File: config.mk
export PLATFORM = sky130hd
export DESIGN_NAME = vdg_graphics_pixel_expander_core
export DESIGN_NICKNAME = d
export VERILOG_FILES = /design/src/hw/rtl/vdgpe_pkg.sv /design/src/hw/rtl/vdgpe_front.sv /design/src/hw/rtl/vdgpe_queue.sv /design/src/hw/rtl/vdgpe_back.sv /design/src/hw/rtl/vdg_graphics_pixel_expander_core.sv
export SDC_FILE = /design/constraint.sdc
export NUM_CORES = 1
export LEC_CHECK = 0
export BUFFER_PORTS_ARGS = -buffer_cell sky130_fd_sc_hd__buf_2
export CAP_MARGIN = 20
export CORE_MARGIN = 2
export CORE_UTILIZATION = 35
export DETAILED_ROUTE_END_ITERATION = 8
export PLACE_DENSITY = 0.57
export REMOVE_ABC_BUFFERS = 1
export SLEW_MARGIN = 15
export SYNTH_ARGS = -nofsm -noshare
export SYNTH_HDL_FRONTEND = slang
export SYNTH_SLANG_ARGS = --single-unit
File: constraint.sdc
create_clock -name clk -period 14.91 [get_ports clk]
set_input_delay 0.7455 -clock clk [delete_from_list [all_inputs] [get_ports clk]]
set_output_delay 0.7455 -clock clk [all_outputs]
set_load 0.01 [all_outputs]
File: src/hw/rtl/vdgpe_pkg.sv
// Shared types, constants and the palette of the graphics pixel expander.
// Depends on nothing; used by the front, queue, back and top modules of the block.
package vdgpe_pkg;

	localparam int unsigned LINE_PIXELS_DEF = 256;

	localparam int unsigned PIX_W   = 5;
	localparam int unsigned MAX_PIX = 16;
	localparam int unsigned IDX_W   = 4;
	localparam int unsigned ADDR_W  = 16;
	localparam int unsigned BCNT_W  = 13;
	localparam int unsigned QPTR_W  = 1;
	localparam int unsigned Q_DEPTH = 1 << QPTR_W;

	typedef logic [PIX_W-1:0] pix_t;

	// Configuration register indexes.
	typedef enum logic [1:0] {
		CFG_SAM  = 2'd0,
		CFG_PIA  = 2'd1,
		CFG_CSS  = 2'd2,
		CFG_PAGE = 2'd3
	} cfg_reg_t;

	localparam logic [2:0] SAM_DMA  = 3'd7;
	localparam logic [2:0] SAM_HALF = 3'd4;

	localparam logic [1:0] CSS_FROM_PIA = 2'd0;
	localparam logic [1:0] CSS_SET0     = 2'd1;

	// Graphics mode codes from the PIA GM bits.
	localparam logic [2:0] GM_1C = 3'd0;
	localparam logic [2:0] GM_1R = 3'd1;
	localparam logic [2:0] GM_2C = 3'd2;
	localparam logic [2:0] GM_2R = 3'd3;
	localparam logic [2:0] GM_3C = 3'd4;
	localparam logic [2:0] GM_3R = 3'd5;
	localparam logic [2:0] GM_6C = 3'd6;
	localparam logic [2:0] GM_6R = 3'd7;

	localparam pix_t PIX_BLACK      = 5'd0;
	localparam pix_t PIX_ART_BLUE   = 5'd16;
	localparam pix_t PIX_ART_ORANGE = 5'd17;
	localparam pix_t PIX_NONE       = 5'd31;

	// One expanded byte, as handed from the front to the back.
	typedef struct packed {
		pix_t [MAX_PIX-1:0] pix;
		logic [IDX_W-1:0]   last_idx;
		logic               line_end;
		logic               frame_end;
		logic [1:0]         row_repeat;
		logic [ADDR_W-1:0]  addr;
	} job_t;

	typedef struct packed {
		logic full;
		logic not_empty;
	} q_status_t;

	function automatic pix_t palette(input logic [2:0] idx);
		pix_t c;
		case (idx)
			3'd0:    c = 5'd10;
			3'd1:    c = 5'd14;
			3'd2:    c = 5'd9;
			3'd3:    c = 5'd12;
			3'd4:    c = 5'd15;
			3'd5:    c = 5'd3;
			3'd6:    c = 5'd13;
			default: c = 5'd6;
		endcase
		return c;
	endfunction

endpackage

File: src/hw/rtl/vdgpe_front.sv
// Front end: configuration registers, mode decode and expansion of one byte.
// Depends on vdgpe_pkg.
module vdgpe_front #(
	parameter int unsigned LINE_PIXELS = vdgpe_pkg::LINE_PIXELS_DEF
) (
	input  logic                clk,
	input  logic                arst_n,
	input  logic                cfg_wr,
	input  logic [1:0]          cfg_index,
	input  logic [7:0]          cfg_data,
	input  logic                take,
	input  logic [7:0]          video_byte,
	output logic                push,
	output vdgpe_pkg::job_t     job
);

	localparam int unsigned FILL_W = $clog2(LINE_PIXELS);
	localparam int unsigned SUM_W  = FILL_W + 1;

	logic [2:0] sam_q;
	logic [4:0] pia_q;
	logic [1:0] css_q;
	logic [5:0] page_q;

	logic [vdgpe_pkg::BCNT_W-1:0] bcnt_q;
	logic [FILL_W-1:0]            fill_q;
	vdgpe_pkg::pix_t              prev_q;

	logic                         active;
	logic [2:0]                   gm;
	logic                         css;
	logic                         colour;
	logic                         wide;
	logic                         art;
	logic                         sixteen;
	logic [1:0]                   rowrep;
	logic [vdgpe_pkg::BCNT_W-1:0] frame_last;
	vdgpe_pkg::pix_t              fg;
	vdgpe_pkg::pix_t              c_art [8];
	vdgpe_pkg::pix_t [vdgpe_pkg::MAX_PIX-1:0] pix;
	logic [SUM_W-1:0]             sum;
	logic [SUM_W-1:0]             rem;
	logic                         line_done;
	logic                         frame_done;

	assign active = (sam_q != vdgpe_pkg::SAM_DMA) && pia_q[4];
	assign gm     = pia_q[3:1];
	assign fg     = vdgpe_pkg::palette({css, 2'b00});

	always_comb begin
		case (css_q)
			vdgpe_pkg::CSS_FROM_PIA: css = pia_q[0];
			vdgpe_pkg::CSS_SET0:     css = 1'b0;
			default:                 css = 1'b1;
		endcase
	end

	// Mode decode, including the half-height overrides of the SAM.
	always_comb begin
		colour     = 1'b0;
		wide       = 1'b0;
		art        = 1'b0;
		rowrep     = 2'd1;
		frame_last = 13'd6143;
		unique case (gm)
			vdgpe_pkg::GM_1C: begin
				colour = 1'b1; wide = 1'b1; rowrep = 2'd3; frame_last = 13'd1023;
			end
			vdgpe_pkg::GM_1R: begin
				rowrep = 2'd3; frame_last = 13'd1023;
			end
			vdgpe_pkg::GM_2C: begin
				colour = 1'b1;
				if (sam_q == vdgpe_pkg::SAM_HALF) begin
					rowrep = 2'd2; frame_last = 13'd3071;
				end else begin
					rowrep = 2'd3; frame_last = 13'd2047;
				end
			end
			vdgpe_pkg::GM_2R: begin
				rowrep = 2'd2; frame_last = 13'd1535;
			end
			vdgpe_pkg::GM_3C: begin
				colour = 1'b1; rowrep = 2'd2; frame_last = 13'd3071;
			end
			vdgpe_pkg::GM_3R: begin
				rowrep = 2'd1; frame_last = 13'd3071;
			end
			vdgpe_pkg::GM_6C: begin
				colour = 1'b1; rowrep = 2'd1; frame_last = 13'd6143;
			end
			vdgpe_pkg::GM_6R: begin
				art = 1'b1;
				if (sam_q == vdgpe_pkg::SAM_HALF) begin
					rowrep = 2'd2; frame_last = 13'd3071;
				end else begin
					rowrep = 2'd1; frame_last = 13'd6143;
				end
			end
		endcase
	end

	// Sixteen pixels for the four-colour wide mode and the doubled resolution modes.
	assign sixteen = wide || (!colour && !art);

	// Pixel expansion. Each pixel depends only on the byte and on the state at entry.
	always_comb begin
		logic [1:0]      field;
		logic            odd;
		vdgpe_pkg::pix_t prev;
		pix   = '0;
		field = '0;
		odd   = 1'b0;
		prev  = vdgpe_pkg::PIX_NONE;
		for (int j = 0; j < 8; j++) begin
			c_art[j] = video_byte[7-j] ? fg : vdgpe_pkg::PIX_BLACK;
		end
		for (int j = 0; j < 16; j++) begin
			if (colour && wide) begin
				field  = 2'(video_byte >> (6 - 2 * (j / 4)));
				pix[j] = vdgpe_pkg::palette({css, field});
			end else if (colour) begin
				field  = 2'(video_byte >> (6 - 2 * ((j % 8) / 2)));
				pix[j] = (j < 8) ? vdgpe_pkg::palette({css, field}) : vdgpe_pkg::PIX_BLACK;
			end else if (!art) begin
				pix[j] = video_byte[7 - j / 2] ? fg : vdgpe_pkg::PIX_BLACK;
			end
		end
		// Artifact colours: a pixel that differs from its left neighbour becomes blue or
		// orange, by its parity on the line. An all-zero byte is plain black.
		if (art && video_byte != 8'd0) begin
			for (int j = 0; j < 8; j++) begin
				prev = (j == 0) ? prev_q : c_art[(j + 7) % 8];
				odd  = fill_q[0] ^ 1'(j & 1);
				if (c_art[j] != prev) begin
					if (odd) begin
						pix[j] = (c_art[j] == vdgpe_pkg::PIX_BLACK) ?
							vdgpe_pkg::PIX_ART_ORANGE : vdgpe_pkg::PIX_ART_BLUE;
					end else begin
						pix[j] = (c_art[j] == vdgpe_pkg::PIX_BLACK) ?
							vdgpe_pkg::PIX_ART_BLUE : vdgpe_pkg::PIX_ART_ORANGE;
					end
				end else begin
					pix[j] = c_art[j];
				end
			end
		end
	end

	assign sum        = {1'b0, fill_q} + (sixteen ? SUM_W'(16) : SUM_W'(8));
	assign line_done  = sum >= SUM_W'(LINE_PIXELS);
	assign rem        = SUM_W'(LINE_PIXELS) - SUM_W'(1) - {1'b0, fill_q};
	assign frame_done = bcnt_q >= frame_last;

	always_comb begin
		job.pix        = pix;
		job.last_idx   = line_done ? rem[vdgpe_pkg::IDX_W-1:0] :
			(sixteen ? vdgpe_pkg::IDX_W'(15) : vdgpe_pkg::IDX_W'(7));
		job.line_end   = line_done;
		job.frame_end  = frame_done;
		job.row_repeat = rowrep;
		job.addr       = vdgpe_pkg::ADDR_W'({page_q, 9'd0}) + vdgpe_pkg::ADDR_W'(bcnt_q);
	end

	assign push = take && active;

	always_ff @(posedge clk or negedge arst_n) begin
		if (!arst_n) begin
			sam_q  <= 3'd0;
			pia_q  <= 5'd0;
			css_q  <= 2'd0;
			page_q <= 6'd2;
		end else if (cfg_wr) begin
			unique case (vdgpe_pkg::cfg_reg_t'(cfg_index))
				vdgpe_pkg::CFG_SAM:  sam_q  <= cfg_data[2:0];
				vdgpe_pkg::CFG_PIA:  pia_q  <= cfg_data[4:0];
				vdgpe_pkg::CFG_CSS:  css_q  <= cfg_data[1:0];
				vdgpe_pkg::CFG_PAGE: page_q <= cfg_data[5:0];
			endcase
		end
	end

	always_ff @(posedge clk or negedge arst_n) begin
		if (!arst_n) begin
			bcnt_q <= '0;
			fill_q <= '0;
			prev_q <= vdgpe_pkg::PIX_NONE;
		end else if (push) begin
			if (frame_done) begin
				bcnt_q <= '0;
				fill_q <= '0;
				prev_q <= vdgpe_pkg::PIX_NONE;
			end else begin
				bcnt_q <= bcnt_q + 1'b1;
				fill_q <= line_done ? '0 : sum[FILL_W-1:0];
				if (art) begin
					prev_q <= (video_byte == 8'd0) ? vdgpe_pkg::PIX_BLACK : c_art[7];
				end
			end
		end
	end

endmodule

File: src/hw/rtl/vdgpe_queue.sv
// Short queue of expanded bytes between the front and the back.
// Depends on vdgpe_pkg.
module vdgpe_queue (
	input  logic                  clk,
	input  logic                  arst_n,
	input  logic                  push,
	input  vdgpe_pkg::job_t       push_job,
	input  logic                  pop,
	output vdgpe_pkg::job_t       head,
	output vdgpe_pkg::q_status_t  status
);

	vdgpe_pkg::job_t                 mem_q [vdgpe_pkg::Q_DEPTH];
	logic [vdgpe_pkg::QPTR_W-1:0]    wr_q;
	logic [vdgpe_pkg::QPTR_W-1:0]    rd_q;
	logic [vdgpe_pkg::QPTR_W:0]      cnt_q;

	assign head             = mem_q[rd_q];
	assign status.full      = cnt_q == (vdgpe_pkg::QPTR_W + 1)'(vdgpe_pkg::Q_DEPTH);
	assign status.not_empty = cnt_q != '0;

	always_ff @(posedge clk) begin
		if (push) begin
			mem_q[wr_q] <= push_job;
		end
	end

	always_ff @(posedge clk or negedge arst_n) begin
		if (!arst_n) begin
			wr_q  <= '0;
			rd_q  <= '0;
			cnt_q <= '0;
		end else begin
			if (push) wr_q <= wr_q + 1'b1;
			if (pop)  rd_q <= rd_q + 1'b1;
			cnt_q <= cnt_q + (vdgpe_pkg::QPTR_W + 1)'(push) - (vdgpe_pkg::QPTR_W + 1)'(pop);
		end
	end

endmodule

File: src/hw/rtl/vdgpe_back.sv
// Back end: puts queue-head pixels in the output register, one a cycle unless stalled.
// Depends on vdgpe_pkg.
module vdgpe_back (
	input  logic                               clk,
	input  logic                               arst_n,
	input  vdgpe_pkg::job_t                    head,
	input  vdgpe_pkg::q_status_t               status,
	output logic                               pop,
	output logic                               out_valid,
	input  logic                               out_stall,
	output logic [4:0]                         pixel_color,
	output logic                               line_end,
	output logic [1:0]                         row_repeat,
	output logic                               frame_end,
	output logic                               last,
	output logic [15:0]                        byte_address
);

	logic [vdgpe_pkg::IDX_W-1:0] idx_q;
	logic                        out_valid_q;
	logic                        load;
	logic                        is_last;

	assign load      = status.not_empty && (!out_valid_q || !out_stall);
	assign is_last   = idx_q == head.last_idx;
	assign pop       = load && is_last;
	assign out_valid = out_valid_q;

	always_ff @(posedge clk or negedge arst_n) begin
		if (!arst_n) begin
			idx_q       <= '0;
			out_valid_q <= 1'b0;
		end else begin
			if (!out_valid_q || !out_stall) out_valid_q <= status.not_empty;
			if (load) idx_q <= is_last ? '0 : idx_q + 1'b1;
		end
	end

	always_ff @(posedge clk) begin
		if (load) begin
			pixel_color  <= head.pix[idx_q];
			line_end     <= is_last && head.line_end;
			frame_end    <= is_last && head.frame_end;
			last         <= is_last;
			row_repeat   <= head.row_repeat;
			byte_address <= head.addr;
		end
	end

endmodule

File: src/hw/rtl/vdg_graphics_pixel_expander_core.sv
// Graphics pixel expander: one display byte in, 8 or 16 palette-coded pixels out.
// A taken byte is written into the queue, then its first pixel into the output register.
// Throughput: one pixel per clock unless out_stall holds it; a byte gives 8 or 16 pixels
// (fewer at a line break), which the back end moves one a cycle into the output register.
// Reset: arst_n at once clears counters, queue and output valid; config takes defaults.
module vdg_graphics_pixel_expander_core #(
	parameter int unsigned LINE_PIXELS = vdgpe_pkg::LINE_PIXELS_DEF
) (
	input  logic        clk,
	input  logic        arst_n,
	input  logic        cfg_valid,
	output logic        cfg_ready,
	input  logic [1:0]  cfg_index,
	input  logic [7:0]  cfg_data,
	input  logic        in_valid,
	output logic        in_stall,
	input  logic [7:0]  video_byte,
	output logic        out_valid,
	input  logic        out_stall,
	output logic [4:0]  pixel_color,
	output logic        line_end,
	output logic [1:0]  row_repeat,
	output logic        frame_end,
	output logic        last,
	output logic [15:0] byte_address
);

	// The front end decodes the mode, expands a whole byte in the cycle it is taken and
	// advances the byte counter, the line fill and the previous 6R pixel. Bytes in text,
	// semigraphics or DMA mode are taken and dropped without touching that state.
	// Expanded bytes wait in a two-entry queue, so the source may run ahead of the
	// back end by up to two bytes while a pixel waits on the output.

	vdgpe_pkg::job_t      job;
	vdgpe_pkg::job_t      head;
	vdgpe_pkg::q_status_t q_status;
	logic                 push;
	logic                 pop;
	logic                 take;

	// Configuration is always taken; users write it only while the block is idle; unchecked.
	assign cfg_ready = 1'b1;

	// A byte is refused only while the queue holds two expanded bytes.
	assign in_stall = q_status.full;
	assign take     = in_valid && !in_stall;

	vdgpe_front #(
		.LINE_PIXELS(LINE_PIXELS)
	) u_front (
		.clk       (clk),
		.arst_n    (arst_n),
		.cfg_wr    (cfg_valid && cfg_ready),
		.cfg_index (cfg_index),
		.cfg_data  (cfg_data),
		.take      (take),
		.video_byte(video_byte),
		.push      (push),
		.job       (job)
	);

	vdgpe_queue u_queue (
		.clk     (clk),
		.arst_n  (arst_n),
		.push    (push),
		.push_job(job),
		.pop     (pop),
		.head    (head),
		.status  (q_status)
	);

	// The back end emits one pixel per cycle from the queue head unless the output stalls,
	// and frees the entry as its last pixel moves into the output register.
	vdgpe_back u_back (
		.clk         (clk),
		.arst_n      (arst_n),
		.head        (head),
		.status      (q_status),
		.pop         (pop),
		.out_valid   (out_valid),
		.out_stall   (out_stall),
		.pixel_color (pixel_color),
		.line_end    (line_end),
		.row_repeat  (row_repeat),
		.frame_end   (frame_end),
		.last        (last),
		.byte_address(byte_address)
	);

endmodule

==> results of run 1 <==
==> critical path: stages, from the launching register on <==
cell      delay (ps)
dfrtp_1          880
inv_1            360
a32oi_1          280
ha_1             270
o21ai_0          160
nor2_1            90
nor3_4           500
inv_2            280
or4_1            520
o211ai_1         110
==> layer usage <==
metal  routed length (µm)  GRT usage, %  up-vias  share of wire (%)
met3                 1160          2.31       34                5.0
met4                  403          3.59        2                1.7
met5                   14             0        -              0.060
li1                     -             -     3153                  -
met1                10900          21.6     3305                 47
met2                10800          23.1      156                 47
==> path summary, 6_finish.rpt <==
path / from / to / slack, ps / cells after the start
max: u_front.pia_q[1]$_DFFE_PN0P_ / u_front.fill_q[7]$_DFFE_PN0P_ / 11370 / 9
min: arst_n / u_front.page_q[4]$_DFFE_PN0P_ / 320 / 2
max reg2reg: u_front.pia_q[1]$_DFFE_PN0P_ / u_front.fill_q[7]$_DFFE_PN0P_ / 11370 / 9
min reg2reg: u_back.out_valid$_DFFE_PN0N_ / u_back.out_valid$_DFFE_PN0N_ / 480 / 2
max in group asynchronous: arst_n / u_queue.rd_q$_DFFE_PN0P_ / 14090 / 2
min in group clk: out_stall / u_back.out_valid$_DFFE_PN0N_ / 430 / 3
==> state kept, by name, summed over array words and instances, names as in the netlist, 4 cells and up <==
| name | flops |
|---|---|
| u_back.idx_q | 4 |
| u_front.fill_q | 5 |
| u_back.byte_address | 16 |
| u_queue.mem_q | 156 |
| u_front.bcnt_q | 13 |
| u_front.page_q | 6 |
| u_back.pixel_color | 5 |
| u_front.pia_q | 5 |
==> final cells by class <==
cell class | count | area [µm²] | share of cell area [%]
Timing Repair Buffer | 56 | 300 | 2.48
Inverter | 30 | 113 | 0.931
Clock inverter | 12 | 120 | 0.993
Tap cell | 390 | 488 | 4.03
Clock buffer | 31 | 657 | 5.43
Sequential cell | 228 | 6630 | 54.8
Multi-Input combinational cell | 512 | 3790 | 31.4
==> where the power goes <==
| group | switching, mW | internal [mW] |
|---|---|---|
| registers | 0.0996 | 0.892 |
| clock network | 0.238 | 0.345 |
| logic | 0.389 | 0.260 |
| total | 0.727 | 1.50 |
==> layout by cell type, fill, tap and decap left out, types with 6 or more instances in the layout <==
cell type and instances:
a22oi_1 8, nand2_1 79, a21o_1 7, ha_1 36, dfrtp_1 41, nand4_1 6, nor2b_1 7, buf_4 8
o31ai_1 10, nor3_1 7, mux2i_1 25, nand3_1 24, clkinv_1 7, mux2_2 29, and3_1 11, nand2b_1 12
a31oi_1 10, inv_1 24, o22ai_1 6, o21ai_0 35, edfxtp_1 182, mux4_2 20, nor2_1 35, clkbuf_16 24
a21oi_1 29, or4_1 10, mux2_1 7, buf_2 48, o21ai_1 28, xnor2_1 6
==> synth_stat cells, drive strengths merged (3+ instances only) <==
master and count:
a31oi 10, dfstp 4, o311ai 3, nor2 36, a21o 7, edfxtp 182
nand2b 12, o31ai 10, ha 36, dfrtp 42, a22o 3, mux2i 25
inv 29, mux4 20, buf 17, mux2 36, a21oi 29, o211ai 3
o21ai 63, o2bb2ai 5, or4 10, or3 4, and3 11, a22oi 8
xnor2 6, xor2 4, o22ai 6, nand2 79, and2 4, nor4b 4
nor3 9, nand3 24, clkbuf 18, nor2b 7, nand4 6
==> cells by family (layout without fill, tap and decap cells) <==
| logic type | Yosys count | count (layout) | share of synthesized area [%] |
|---|---|---|---|
| AOI/OAI and AO/OA | 166 | 166 | 9.66 |
| xor gates and xnor gates | 10 | 10 | 0.820 |
| adders and majority gates | 38 | 38 | 4.59 |
| buffers and inverters | 65 | 129 | 2.65 |
| DFF | 228 | 228 | 62.0 |
| muxes | 81 | 81 | 10.4 |
| other | 1 | 3 | 0.0351 |
| and+or+nand+nor | 214 | 214 | 9.90 |
==> impl_metrics.json, run 1 <==
{
  "outcome": "finished, final reports clean",
  "globalRouteOverflowTotal": 0,
  "track_usage_pct": 14.8,
  "ant_nets": 0,
  "diodes": 0,
  "clkLatencyLatePin_ps": 520,
  "vias": 6650,
  "synth_seq_area_share_pct": 62.0,
  "ys_types": 66,
  "worstSetupStartpointType": "flip-flop",
  "drt_wl_total_um": 23300,
  "syn_area_um2": 10700,
  "synth_edf_count": 182,
  "powerDensity_nw_per_um2": 184,
  "cts_max_path_buffers": 3,
  "hold_class": "primary input to asynchronous set/reset pin",
  "yosys.area.top_type": "edfxtp_1",
  "antenna_found_initial": 1,
  "placed_cells": 1216,
  "clock_sinks": 228,
  "post_cts_buffers": 0,
  "synthTopCellsByArea": "edfxtp_1, dfrtp_1, ha_1",
  "worst_slack_ps": 11370,
  "rsz0062_at_grt": "false",
  "tightest_slew_ps": 951,
  "finalHoldViolations": 0,
  "slew_headroom_pct": 36.6,
  "worstSetupEndpointType": "flip-flop",
  "cts-root-buf": "clkbuf_16",
  "drv_slew": 0,
  "io_pins": 52,
  "drtPass1Iterations": 5,
  "fp.dieH_um": 179,
  "cts_tree": "built",
  "period_minus_slack_ps": 3540,
  "htreeDepth": 1,
  "grt_pass1_wl_um": 36500,
  "drc": 0,
  "synth_cells": 803,
  "viasPerCell": 5.28,
  "avgSynthCellArea_um2": 13.3,
  "grt_max_degree": 68,
  "irDropWorstVdd_v": 0.0000869,
  "synth-seq-cells": 228,
  "post-place-ws_ps": 11360,
  "dpl.hpwl_um": 15400,
  "critPathRequiredTime_ps": 15340,
  "fin_cells": 1259,
  "critPathKind": "flip-flop to flip-flop",
  "start_util_pct": 35.8,
  "synthToLayoutAreaGrowth_pct": 13.3,
  "finalSetupTns_ps": 0,
  "clk_pin_slew_worst_paths_ps": 60,
  "nFillCells": 2779,
  "cts_buffers": 24,
  "finalPower_mw": 2.22,
  "die-area_um2": 31900,
  "arrival_ps": 3970,
  "fin_area_um2": 12100,
  "worstPathMaxFanout": 23,
  "drv_cap": 0,
  "port_buffers": 48,
  "fmax_ghz": 0.283,
  "drtIter0Drc": 668,
  "fin_hold_ws_ps": 319,
  "drive_gt1_share_pct": 17.8,
  "grt_pass1_vias": 6429,
  "post-route-period-util_pct": 23.7,
  "leakage_nw": 4.49,
  "synth_ff_type": "edfxtp_1",
  "wl_per_cell_um": 18.5,
  "hold_buffers": 0,
  "report.final.setup_viol": 0,
  "finClkSkew_ps": 15.0,
  "yosysWarnings": 0,
  "gp_congestion": 0.842,
  "synth_top_area_share_pct": 51.2,
  "async_flop_share_pct": 20.2,
  "final_nets": 913,
  "rows": 63,
  "coreArea_um2": 29900,
  "final_util_pct": 40.5,
  "placed_area_um2": 11300,
  "cts_resized": 0,
  "die_w_um": 179
}
Note: power is estimated with default switching activity, not from simulation.
==> inputs of run 2 (changes only) <==
PLACE_DENSITY = 0.59   (was 0.57)
clock period = 2.9 ns   (was 14.91 ns; I/O delays follow)
==> impl_metrics.json, run 2 (synthesized netlist as in run 1, its figures left out) <==
{
  "powerDensity_nw_per_um2": 959,
  "startpoint": "u_front.sam_q[1]$_DFFE_PN0P_",
  "drv_cap": 0,
  "switching_share_pct": 32.2,
  "cts_max_path_buffers": 3,
  "worstSetupStartpointType": "flip-flop",
  "largest_reg_flops": 156,
  "htreeDepth": 1,
  "gp_congestion": 0.842,
  "cts_buffers": 24,
  "antenna_found_initial": 1,
  "reg2reg_setup_slack_ps": 300,
  "fmax_ghz": 0.384,
  "largest_register": "u_queue.mem_q",
  "placed_cells": 1238,
  "rows": 63,
  "drtIter0Drc": 657,
  "grt.busiest_layer": "met2",
  "met2_usage_pct": 24.6,
  "critPathKind": "flip-flop to flip-flop",
  "post-place-ws_ps": 344,
  "cts_tree": "built",
  "finalPower_mw": 12.0,
  "ant_nets": 0,
  "clkLatencyLatePin_ps": 520,
  "critPathRequiredTime_ps": 3330,
  "hold_class": "primary input to flip-flop",
  "port_buffers": 48,
  "timing.rr.start": "u_front.sam_q[1]$_DFFE_PN0P_",
  "vias": 6803,
  "clk_pin_slew_worst_paths_ps": 60,
  "leakage_nw": 4.70,
  "r2r_end": "u_front.fill_q[7]$_DFFE_PN0P_",
  "fp.dieH_um": 179,
  "grt_pass1_vias": 6746,
  "post-route-period-util_pct": 89.7,
  "worst_slack_ps": 298,
  "clock_sinks": 228,
  "rsz0062_at_grt": "false",
  "worstSetupEndpointType": "flip-flop",
  "layout_commonest_cell": "edfxtp_1",
  "drive_gt1_share_pct": 20.2,
  "irDropWorstVdd_v": 0.000445,
  "viasPerCell": 5.27,
  "crit_path_end": "u_front.fill_q[7]$_DFFE_PN0P_",
  "die-area_um2": 31900,
  "cts-root-buf": "clkbuf_16",
  "drtPass1Iterations": 6,
  "dpl.hpwl_um": 16300,
  "cts_resized": 0,
  "drv_slew": 0,
  "io_pins": 52,
  "arrival_ps": 3040,
  "p_sw_mw": 3.85,
  "finalHoldViolations": 0,
  "worstPathMaxFanout": 17,
  "p_int_mw": 8.12,
  "path_common_cell": "nor2_1",
  "p_clk_share_pct": 27.8,
  "met3_usage_pct": 2.46,
  "die_w_um": 179,
  "met1_usage_pct": 21.2,
  "cp_cell_sequence": "nor2_1 -> nand2_1 -> o21ai_0 -> ha_1 -> a211oi_1 -> nor2_1 -> nor3_4 -> inv_2 -> or4_1 -> o211ai_1",
  "wl_per_cell_um": 18.6,
  "power_frac_seq_pct": 42.0,
  "top_regs": "u_queue.mem_q (156), u_back.byte_address (16), u_front.bcnt_q (13)",
  "drt_wl_total_um": 24100,
  "tightest_slew_ps": 750,
  "grt_pass1_wl_um": 37600,
  "finalSetupTns_ps": 0,
  "layout_common_cells": "edfxtp_1, nand2_1, buf_2",
  "drc": 0,
  "slew_headroom_pct": 50.0,
  "combPwrFrac_pct": 30.2,
  "fin_cells": 1291,
  "crit_slowest_cell": "or4_1",
  "synthToLayoutAreaGrowth_pct": 16.9,
  "grt_max_degree": 49,
  "period_minus_slack_ps": 2600,
  "final_nets": 943,
  "outcome": "finished, final reports clean",
  "critPathMaxStageDelay_ps": 490,
  "report.final.setup_viol": 0,
  "globalRouteOverflowTotal": 0,
  "reg2regPathDepth": 10,
  "finClkSkew_ps": 10.1,
  "coreArea_um2": 29900,
  "track_usage_pct": 15.2,
  "start_util_pct": 35.8
}
## run 2: cell count changes in the layout (fill, tap and decap cells not counted), moves of 3 or more
| cell | previous run | this run |
|---|---|---|
| clkbuf_8 | 3 | 0 |
| clkinv_2 | 1 | 5 |
| buf_12 | 0 | 4 |
| clkinv_1 | 7 | 4 |
| dlygate4sd3_1 | 0 | 8 |
| bufinv_16 | 2 | 6 |
| buf_4 | 8 | 26 |
## run 2: cell type report
class                           count  area [µm²]
Multi-Input combinational cell    512        3790
Clock inverter                     17         253
Tap cell                          390         488
Clock buffer                       27         612
Timing Repair Buffer               86         596
Sequential cell                   228        6630
Fill cell                        2730       17400
Antenna cell                        1        2.50
Inverter                           30         113
## run 2: how the worst min path moves through the flow
stage	from	end	slack [ps]	cells after the start
CTS	video_byte[0]	u_front.prev_q[2]$_DFFE_PN1P_	40	3
global placement	arst_n	u_front.page_q[5]$_DFFE_PN0P_	250	1
floorplan	arst_n	u_back.idx_q[0]$_DFFE_PN0P_	-150	0
global route	video_byte[0]	u_front.prev_q[2]$_DFFE_PN1P_	80	3
detailed placement	arst_n	u_front.page_q[5]$_DFFE_PN0P_	250	1
finish	video_byte[0]	u_front.prev_q[3]$_DFFE_PN1P_	70	3
## run 2: layer usage
metal  share of wire [%]  vias up
li1                    -     3225
met5                   0        -
met3                 5.7       38
met2                  47      184
met1                  46     3356
met4                 2.1        0
## run 2: repair_timing
| action | 4_1_cts | 5_1_grt |
|---|---|---|
| hold buffers | 8 | 0 |
| endpoints found under the hold margin | 41 | 0 |
| setup buffers | 0 | 0 |
## run 2: power groups by stage
stage / sequential (mW) / clock, mW / combinational (mW)
after floorplan: 5.25 / 0 / 2.13
after global placement: 5.06 / 0 / 3.56
after detailed placement: 5.09 / 0 / 3.61
after CTS: 5.03 / 3.41 / 3.63
after global routing: 5.12 / 3.54 / 3.98
final: 5.02 / 3.33 / 3.61
## run 2: worst max-delay path: cells and delay by family, from the launching register on
family,cells,cell delay (ps)
buffers and inverters,1,160
AO/OA/AOI/OAI,3,580
AND/OR/NAND/NOR,5,1090
flip-flops,1,390
adder cells (fa/ha/maj),1,280
## run 2: metrics by stage
stage	hold slack [ps]	instance area, µm²	utilization [%]
final	74.6	12500	41.8
after global routing	76.0	12500	41.8
after CTS	35.9	12500	41.8
after detailed placement	251	11500	38.6
after global placement	254	11500	38.6
after floorplan	-151	10500	-
==> inputs of run 3 (changes only) <==
PLACE_DENSITY = 0.52   (was 0.59)
==> impl_metrics.json, run 3 (synthesized netlist as in run 1, its figures left out) <==
{
  "outcome": "finished, final reports clean",
  "htreeDepth": 1,
  "clkLatencyLatePin_ps": 540,
  "globalRouteOverflowTotal": 0,
  "drtPass1Iterations": 5,
  "critPathRequiredTime_ps": 3300,
  "top_layer_used": "met5",
  "powerDensity_nw_per_um2": 945,
  "placed_area_um2": 11500,
  "finClkSkew_ps": 18.8,
  "die_w_um": 179,
  "grt_pass1_wl_um": 37700,
  "die-area_um2": 31900,
  "fp.dieH_um": 179,
  "clk_pin_slew_worst_paths_ps": 60,
  "wl_met1_um": 12000,
  "tightest_slew_ps": 721,
  "report.final.setup_viol": 0,
  "post-route-period-util_pct": 89.5,
  "finalPower_mw": 11.7,
  "hold_class": "primary input to flip-flop",
  "dpl.hpwl_um": 16800,
  "top_regs": "u_queue.mem_q (156), u_back.byte_address (16), u_front.bcnt_q (13)",
  "cts_max_path_buffers": 3,
  "ant_nets": 0,
  "drv_cap": 0,
  "port_buffers": 48,
  "cts_resized": 0,
  "grt_max_degree": 55,
  "drt_wl_total_um": 24500,
  "finalHoldViolations": 0,
  "largest_register": "u_queue.mem_q",
  "irDropWorstVdd_v": 0.000411,
  "viasPerCell": 5.24,
  "wl_met3_um": 994,
  "grt_pass1_vias": 6565,
  "diodes": 0,
  "wl_per_cell_um": 19.0,
  "cts_tree": "built",
  "cts-root-buf": "clkbuf_16",
  "clock_sinks": 228,
  "final_nets": 946,
  "cts_buffers": 25,
  "vias": 6784,
  "wl_met2_um": 11100,
  "fin_area_um2": 12400,
  "drc": 0,
  "drive_gt1_share_pct": 19.9,
  "timing.rr.start": "u_front.sam_q[1]$_DFFE_PN0P_",
  "layout_common_cells": "edfxtp_1, nand2_1, buf_2",
  "final_util_pct": 41.6,
  "rows": 63,
  "hp-start": "video_byte[0]",
  "critPathKind": "flip-flop to flip-flop",
  "slew_headroom_pct": 51.9,
  "track_usage_pct": 15.5,
  "synthToLayoutAreaGrowth_pct": 16.4,
  "drtIter0Drc": 637,
  "fmax_ghz": 0.385,
  "rsz0062_at_grt": "false",
  "startpoint": "u_front.sam_q[1]$_DFFE_PN0P_",
  "drv_slew": 0,
  "coreArea_um2": 29900,
  "arrival_ps": 3000,
  "io_pins": 52,
  "start_util_pct": 35.8,
  "hold_buffers": 9,
  "worstPathMaxFanout": 12,
  "layout_commonest_cell": "edfxtp_1",
  "nFillCells": 2725,
  "post_cts_buffers": 0,
  "worstSetupStartpointType": "flip-flop",
  "largest_reg_flops": 156,
  "antenna_found_initial": 1,
  "period_minus_slack_ps": 2600,
  "gp_congestion": 0.894,
  "worstSetupEndpointType": "flip-flop",
  "leakage_nw": 4.67
}
==> run 3: worst max-delay path, cell delays in order, from the launching register on <==
cell and delay (ps):
dfrtp_1 390, nor2_1 150, nand2_1 130, nor2_1 110, a32oi_1 120, ha_1 320, nand4_1 100, nor4_1 540
nor3_4 60, buf_4 200, nand2_1 210, o311ai_1 140
==> run 3: area by class of cell <==
type / count / area (µm²) / share of cell area (%)
Clock buffer: 33 / 666 / 5.36
Clock inverter: 13 / 129 / 1.04
Inverter: 30 / 113 / 0.906
Multi-Input combinational cell: 512 / 3790 / 30.5
Sequential cell: 228 / 6630 / 53.3
Tap cell: 390 / 488 / 3.93
Timing Repair Buffer: 88 / 613 / 4.93
==> run 3: power breakdown <==
part	switching, mW	leakage (nW)	internal [mW]
Combinational	2.10	2.06	1.49
Sequential	0.508	2.22	4.58
Clock	1.27	0.392	1.80
Total	3.87	4.67	7.87
==> run 3: path summary, 6_finish.rpt <==
path	endpoint	slack, ps	depth (start not counted)
setup / recovery	u_front.bcnt_q[3]$_DFFE_PN0P_	300	11
hold / removal	u_front.prev_q[3]$_DFFE_PN1P_	50	3
setup reg to reg	u_front.bcnt_q[3]$_DFFE_PN0P_	300	11
hold reg to reg	u_front.prev_q[3]$_DFFE_PN1P_	490	1
max in group asynchronous	u_queue.rd_q$_DFFE_PN0P_	1950	3
min in group asynchronous	u_front.page_q[4]$_DFFE_PN0P_	250	3
==> run 3: metrics by stage <==
| stage | setup TNS, ps | hold slack, ps | worst slack (ps) | cells |
|---|---|---|---|---|
| after floorplan | -273850 | -151 | -2410 | 770 |
| after global placement | 0 | 24.7 | 426 | 1239 |
| after detailed placement | 0 | 25.9 | 316 | 1239 |
| after CTS | 0 | 38.3 | 292 | 1294 |
| after global routing | 0 | 73.4 | 98.3 | 1294 |
| final | 0 | 52.8 | 303 | 1294 |
==> run 3: per-layer routing <==
layer  GRT usage [%]  vias to the layer above
met4            3.49                        2
met2            24.3                      129
met5               0                        -
met3            2.21                       39
met1            22.8                     3387
li1                -                     3227
